$ cat config.mk
export PLATFORM = sky130hd
export DESIGN_NAME = rpn_ctrl
export DESIGN_NICKNAME = d
export VERILOG_FILES = /design/src/rtl/rpn_pkg.sv /design/src/rtl/rpn_ctrl.sv
export VERILOG_INCLUDE_DIRS = /design/src /design/src/rtl
export SDC_FILE = /design/constraint.sdc
export NUM_CORES = 1
export LEC_CHECK = 0
export ABC_AREA = 1
export BUFFER_PORTS_ARGS = -buffer_cell sky130_fd_sc_hd__buf_4
export CAP_MARGIN = 20
export CORE_AREA = 2 2 39 41
export CTS_CLUSTER_DIAMETER = 40
export DETAILED_ROUTE_END_ITERATION = 12
export DIE_AREA = 0 0 41 43
export GPL_ROUTABILITY_DRIVEN = 0
export SYNTH_ARGS = -nofsm -noshare
export SYNTH_HDL_FRONTEND = slang
export SYNTH_SLANG_ARGS = --single-unit
$ cat constraint.sdc
create_clock -name clk -period 1.2 [get_ports clk]
set_clock_uncertainty 0.1 [all_clocks]
set_input_delay 0.24 -clock clk [delete_from_list [all_inputs] [get_ports clk]]
set_output_delay 0.24 -clock clk [all_outputs]
set_load 0.005 [all_outputs]
$ cat src/rtl/rpn_stack_calculator_defines.svh
// ----------------------------------------------------------------------------
// rpn_stack_calculator_defines.svh
// Assertion shorthands shared by the calculator modules. Each macro expects
// clk and rst to be visible in the module that uses it.
// ----------------------------------------------------------------------------
`ifndef RPN_STACK_CALCULATOR_DEFINES_SVH
`define RPN_STACK_CALCULATOR_DEFINES_SVH

// consequent must hold in the same cycle as the antecedent
`define RPN_ASSERT_SAME(label, ante, cons, msg) \
  label: assert property (@(posedge clk) disable iff (rst) (ante) |-> (cons)) \
    else $error(msg);

// consequent must hold in the cycle after the antecedent
`define RPN_ASSERT_NEXT(label, ante, cons, msg) \
  label: assert property (@(posedge clk) disable iff (rst) (ante) |=> (cons)) \
    else $error(msg);

`endif

$ cat src/rtl/rpn_pkg.sv
// ----------------------------------------------------------------------------
// rpn_pkg
// Shared widths, opcode and status codes, and the control/status bundles
// between the calculator controller and datapath.
// ----------------------------------------------------------------------------
`default_nettype none

package rpn_pkg;

  localparam int DATA_W  = 32;
  localparam int CMD_W   = 3;
  localparam int STAT_W  = 3;
  localparam int DEPTH_W = 7;

  typedef enum logic [CMD_W-1:0] {
    OP_PUSH    = 3'd0,
    OP_ADD     = 3'd1,
    OP_SUB     = 3'd2,
    OP_MUL     = 3'd3,
    OP_DIV     = 3'd4,
    OP_MOD     = 3'd5,
    OP_FINISH  = 3'd6,
    OP_UNKNOWN = 3'd7
  } opcode_t;

  typedef enum logic [STAT_W-1:0] {
    ST_OK        = 3'd0,
    ST_ZERO_DIV  = 3'd1,
    ST_UNDERFLOW = 3'd2,
    ST_OVERFLOW  = 3'd3,
    ST_UNKNOWN   = 3'd4
  } status_t;

  // controller to datapath strobes
  typedef struct packed {
    logic accept;
    logic latch_ops;
    logic div_start;
    logic eval;
    logic commit;
  } dp_cmd_t;

  // datapath to controller status
  typedef struct packed {
    opcode_t op;
    logic    div_zero;
    logic    div_done;
    logic    out_free;
  } dp_stat_t;

endpackage

`default_nettype wire

$ cat src/rtl/rpn_ctrl.sv
// ----------------------------------------------------------------------------
// rpn_ctrl
// Calculator sequencer: accept, operand fetch, divider run, evaluate, commit.
// ----------------------------------------------------------------------------
`default_nettype none
`include "rpn_stack_calculator_defines.svh"

module rpn_ctrl (
  input  logic              clk,
  input  logic              rst,
  input  logic              cmd_valid,
  output logic              cmd_ready,
  input  rpn_pkg::dp_stat_t stat,
  output rpn_pkg::dp_cmd_t  ctl
);

  typedef enum logic [5:0] {
    S_IDLE   = 6'b000001,
    S_OPER   = 6'b000010,
    S_DIVS   = 6'b000100,
    S_DIVW   = 6'b001000,
    S_EVAL   = 6'b010000,
    S_COMMIT = 6'b100000
  } state_t;

  state_t state;
  state_t state_next;

  // next state
  always_comb begin
    state_next = state;
    unique case (state)
      S_IDLE: begin
        if (cmd_valid) begin
          state_next = S_OPER;
        end
      end
      S_OPER: begin
        if (stat.op == rpn_pkg::OP_DIV || stat.op == rpn_pkg::OP_MOD) begin
          state_next = S_DIVS;
        end else begin
          state_next = S_EVAL;
        end
      end
      S_DIVS: begin
        state_next = stat.div_zero ? S_EVAL : S_DIVW;
      end
      S_DIVW: begin
        if (stat.div_done) begin
          state_next = S_EVAL;
        end
      end
      S_EVAL: begin
        state_next = S_COMMIT;
      end
      S_COMMIT: begin
        if (stat.out_free) begin
          state_next = S_IDLE;
        end
      end
      default: begin
        state_next = S_IDLE;
      end
    endcase
  end

  always_ff @(posedge clk) begin
    if (rst) begin
      state <= S_IDLE;
    end else begin
      state <= state_next;
    end
  end

  // strobes to the datapath
  assign cmd_ready     = (state == S_IDLE);
  assign ctl.accept    = cmd_ready & cmd_valid;
  assign ctl.latch_ops = (state == S_OPER);
  assign ctl.div_start = (state == S_DIVS) & ~stat.div_zero;
  assign ctl.eval      = (state == S_EVAL);
  assign ctl.commit    = (state == S_COMMIT) & stat.out_free;

  // checks
  `RPN_ASSERT_NEXT(a_accept_fetch, ctl.accept, state == S_OPER, "accept not followed by fetch")
  `RPN_ASSERT_SAME(a_commit_free, ctl.commit, stat.out_free, "commit into busy result slot")
  `RPN_ASSERT_NEXT(a_div_to_eval, state == S_DIVW && stat.div_done, state == S_EVAL,
                   "divider finish missed")

endmodule

`default_nettype wire

# --- Yosys cells after proc, flatten, opt, wreduce, memory -nomap -nowiden ---
# Cells that the tools add are included.
classes:
  n_eq_ne: 11
  n_reduce_logical: 2
  mux: 6
  bitwise: 4
op_table:
  columns: ["operator", "n"]
  rows:
  - ["$pmux W6 S6", 1]
  - ["$mux W6", 3]
  - ["$mux W5", 2]
  - ["$eq A3 B3 Y1 const B", 2]
  - ["$eq A6 B1 Y1 const B", 1]
  - ["$eq A6 B2 Y1 const B", 1]
  - ["$eq A6 B3 Y1 const B", 1]
  - ["$eq A6 B4 Y1 const B", 1]
  - ["$eq A6 B5 Y1 const B", 1]
  - ["$eq A6 B6 Y1 const B", 1]
  - ["$ne A2 B2 Y1 const B", 3]
  - ["$and A1 B1 Y1", 3]
  - ["$reduce_and A3 Y1", 1]
  - ["$logic_or A1 B1 Y1", 1]
  - ["$not A1 Y1", 1]
totals:
  output_inout_bits: 6
  word_cells: 24
  in_bits: 9
  ff_bits: 6

# --- Longest topological paths before layout ---
depth:
  ltp_word: 4
  depth_mapped: 8
  mapped_depth_nobuf: 8

# --- Worst setup path before layout ---
# OpenSTA, ideal clock, no wires.
synth_timing:
  path_type: "register to output"
  from: "register state[5]"
  to: "output ctl[2] (netlist name)"
  required_time_ps: 860
  arrival_time_ps: 958
  path_stages_with_launch: 6
  path_slack_ps: -98
  cell_sequence: "dfxtp_1 nor2_4 nand3_2 or2_1 inv_1 buf_4"
synth_lines:
  columns: ["element", "line_no", "text"]
  rows:
  - ["start: declaration", "rpn_ctrl.sv:26", "state_t state;"]
  - ["start signal: assignment", "rpn_ctrl.sv:71", "state <= state_next;"]
  - ["end: declaration", "rpn_ctrl.sv:14", "output rpn_pkg::dp_cmd_t ctl"]

==> impl_metrics.toml <==
[synthesis]
synth-seq-cells = 6
synthesis.nets = 70
postSynthCellCount = 61
yosysUniqueCellTypes = 14
muxShareOfSynthArea = 0
yosys_warnings = 0
synth_xor_area_frac = 0
syn_avg_cell_area_um2 = 6.34
synth_simple_gate_area_frac = 0.502
synthAdderAreaFrac = 0
netlist_area_um2 = 387
synth_compound_area_frac = 0.0227
seq_area_frac_synth = 0.311
synth_top_family_by_area = "simple AND/OR/NAND/NOR gates"

[floorplan]
core_area_um2 = 1380
initial_core_util = 0.279
io_pins = 15
design.die.area_um2 = 1760
die_w_um = 41
core.rowCount = 14
die_y_um = 43

[finish]
top_regs = "state x6"
drive_gt1_frac = 0.614
top_register = "state"
utilization = 0.491
largest_reg_flops = 6
regArea_um2 = 133
finalNetCount = 99
final_cell_area_um2 = 679
diodes = 0
multi_input_area_um2 = 245
area_growth_pct = 75.7
fillers = 142

[critical_path]
end_kind = "output port"
required_ns = 0.86
criticalPathCategory = "flip-flop to output port"
slowest_stage = "dfxtp_2"
slowest_delay_ns = 0.35
crit_fanout = 5
cp.arrival_ns = 1.19
start_kind = "flip-flop"
crit_chain = "nor2_4 > nand3_2 > nor2_2 > buf_4"

[power]
p_leak_nw = 0.350
p_per_area_nw_per_um2 = 830
vdd_drop_max_v = 0.000589

[cts]
cts.sinks = 6
insertion_delay_ns = 0.25
htree_levels = 1
clk_pin_slew_ns = 0.05
cts_tree = "yes"
hold_buffers = 0
cts_inserted_buffers = 3
cts_max_path_buffers = 2
cts-root-buf = "clkbuf_4"

[route]
via_count = 470
route.detailed.drc = 0
first_iter_violations = 8
dr.pass1.iters = 4
wl_per_cell_um = 10.1
drtAntennaViolNets = 0
post_drt_via_cell_ratio = 4.52
drt_wl_total_mm = 1.05

[timing]
rsz0062_at_grt = "yes"
max_slew_margin = 0.866
finalWorstSetupSlack_ns = -0.331
slew_viol_final = 0
finalSetupTns_ns = -2.00
finalCriticalPeriod_ns = 1.53
finalSetupViolCount = 9
worstMarginPinSlew_ns = 0.200
hold_viol_final = 0
finalCritPeriodShare = 1.28
max_clock_freq_ghz = 0.653

[placed_design]
placed_area_um2 = 554
port_buffers = 13
post-place-ws_ns = -0.117
place_hpwl_um = 705

[global_route]
overflow = 0
grt_pass1_wl_mm = 1.52
first_global_vias = 392
grt_max_degree = 7
grt_antenna_before_repair = 0
grt_use_total = 0.128

[min_path]
hold_path_class = "input pin to flip-flop"

[outcome]
failed_checks = "setup timing"
outcome = "complete, but fails checks"

[flow_run]
drv_cap = 0
[cell type report]
type,count,area share
Inverter,15,0.0829
Multi-Input combinational cell,39,0.361
Clock buffer,3,0.0331
Tap cell,16,0.0295
Sequential cell,6,0.195
Timing Repair Buffer,25,0.298
[cell usage in the layout (no fill, tap or decap)]
master    instances
a21oi_2           1
buf_4            21
buf_6             4
clkbuf_4          3
dfxtp_2           4
dfxtp_4           2
inv_1             9
inv_2             6
nand2_1           6
nand3_1           4
nand3_2           5
nand4_1           3
nor2_1            9
nor2_2            3
nor2_4            5
nor3_1            2
or2_1             1
[worst max-delay path: cells and delay by family, from the launching register on]
kind	cells	cell delay, ns
AND/OR/NAND/NOR	3	0.48
flip-flops	1	0.35
buffers and inverters	1	0.11
[cells in the mapped netlist, drive strengths merged]
cell type	number	area, µm²
a21oi	1	8.76
buf	1	7.51
dfxtp	6	120
inv	15	56.3
nand2	6	22.5
nand3	9	55.1
nand4	3	18.8
nor2	17	81.3
nor3	2	10.0
or2	1	6.26
[power breakdown]
part | switching [mW] | internal (mW)
clock network | 0.0813 | 0.114
logic | 0.0705 | 0.0786
registers | 0.0119 | 0.208
[layer usage]
| metal | track usage | vias to the layer above | share of wire |
|---|---|---|---|
| li1 | - | 243 | - |
| met1 | 0.159 | 212 | 0.40 |
| met2 | 0.206 | 15 | 0.55 |
| met3 | 0.0314 | 0 | 0.052 |
| met4 | 0.0400 | 0 | 0 |
| met5 | 0 | - | 0 |
[logic make-up (layout without fill, tap and decap cells)]
kind of cell / Yosys count / after routing
buffers and inverters: 16 / 43
and+or+nand+nor: 38 / 38
DFF: 6 / 6
AOI/OAI and AO/OA: 1 / 1
[metrics by stage]
| stage | hold slack (ns) | power [mW] | std cells |
|---|---|---|---|
| 6_report | 0.0964 | 0.564 | 104 |
| 3_5_place_dp | 0.363 | 0.340 | 96 |
| 4_1_cts | 0.0880 | 0.556 | 103 |
| 5_1_grt | 0.0911 | 0.599 | 104 |
| 3_3_place_gp | 0.361 | 0.338 | 96 |
| 2_1_floorplan | 0.202 | 0.278 | 61 |
[final timing paths]
| check | start | depth (start not counted) | end | slack, ns |
|---|---|---|---|---|
| min | rst | 2 | state[3] | 0.1 |
| max reg2reg | state[1] | 9 | state[0] | -0.17 |
| max | state[3] | 4 | ctl[4] | -0.33 |
| min reg2reg | state[0] | 3 | state[2] | 0.47 |
[repair_timing]
| action | in CTS | in global routing |
|---|---|---|
| pin swaps | 7 | 3 |
| hold endpoints to repair | 0 | 0 |
| gates resized for setup | 12 | 13 |
| buffers inserted | 4 | 1 |
| gates cloned | 0 | 0 |
| endpoints found under the setup margin | 10 | 10 |
(Power assumes the default switching activity.)
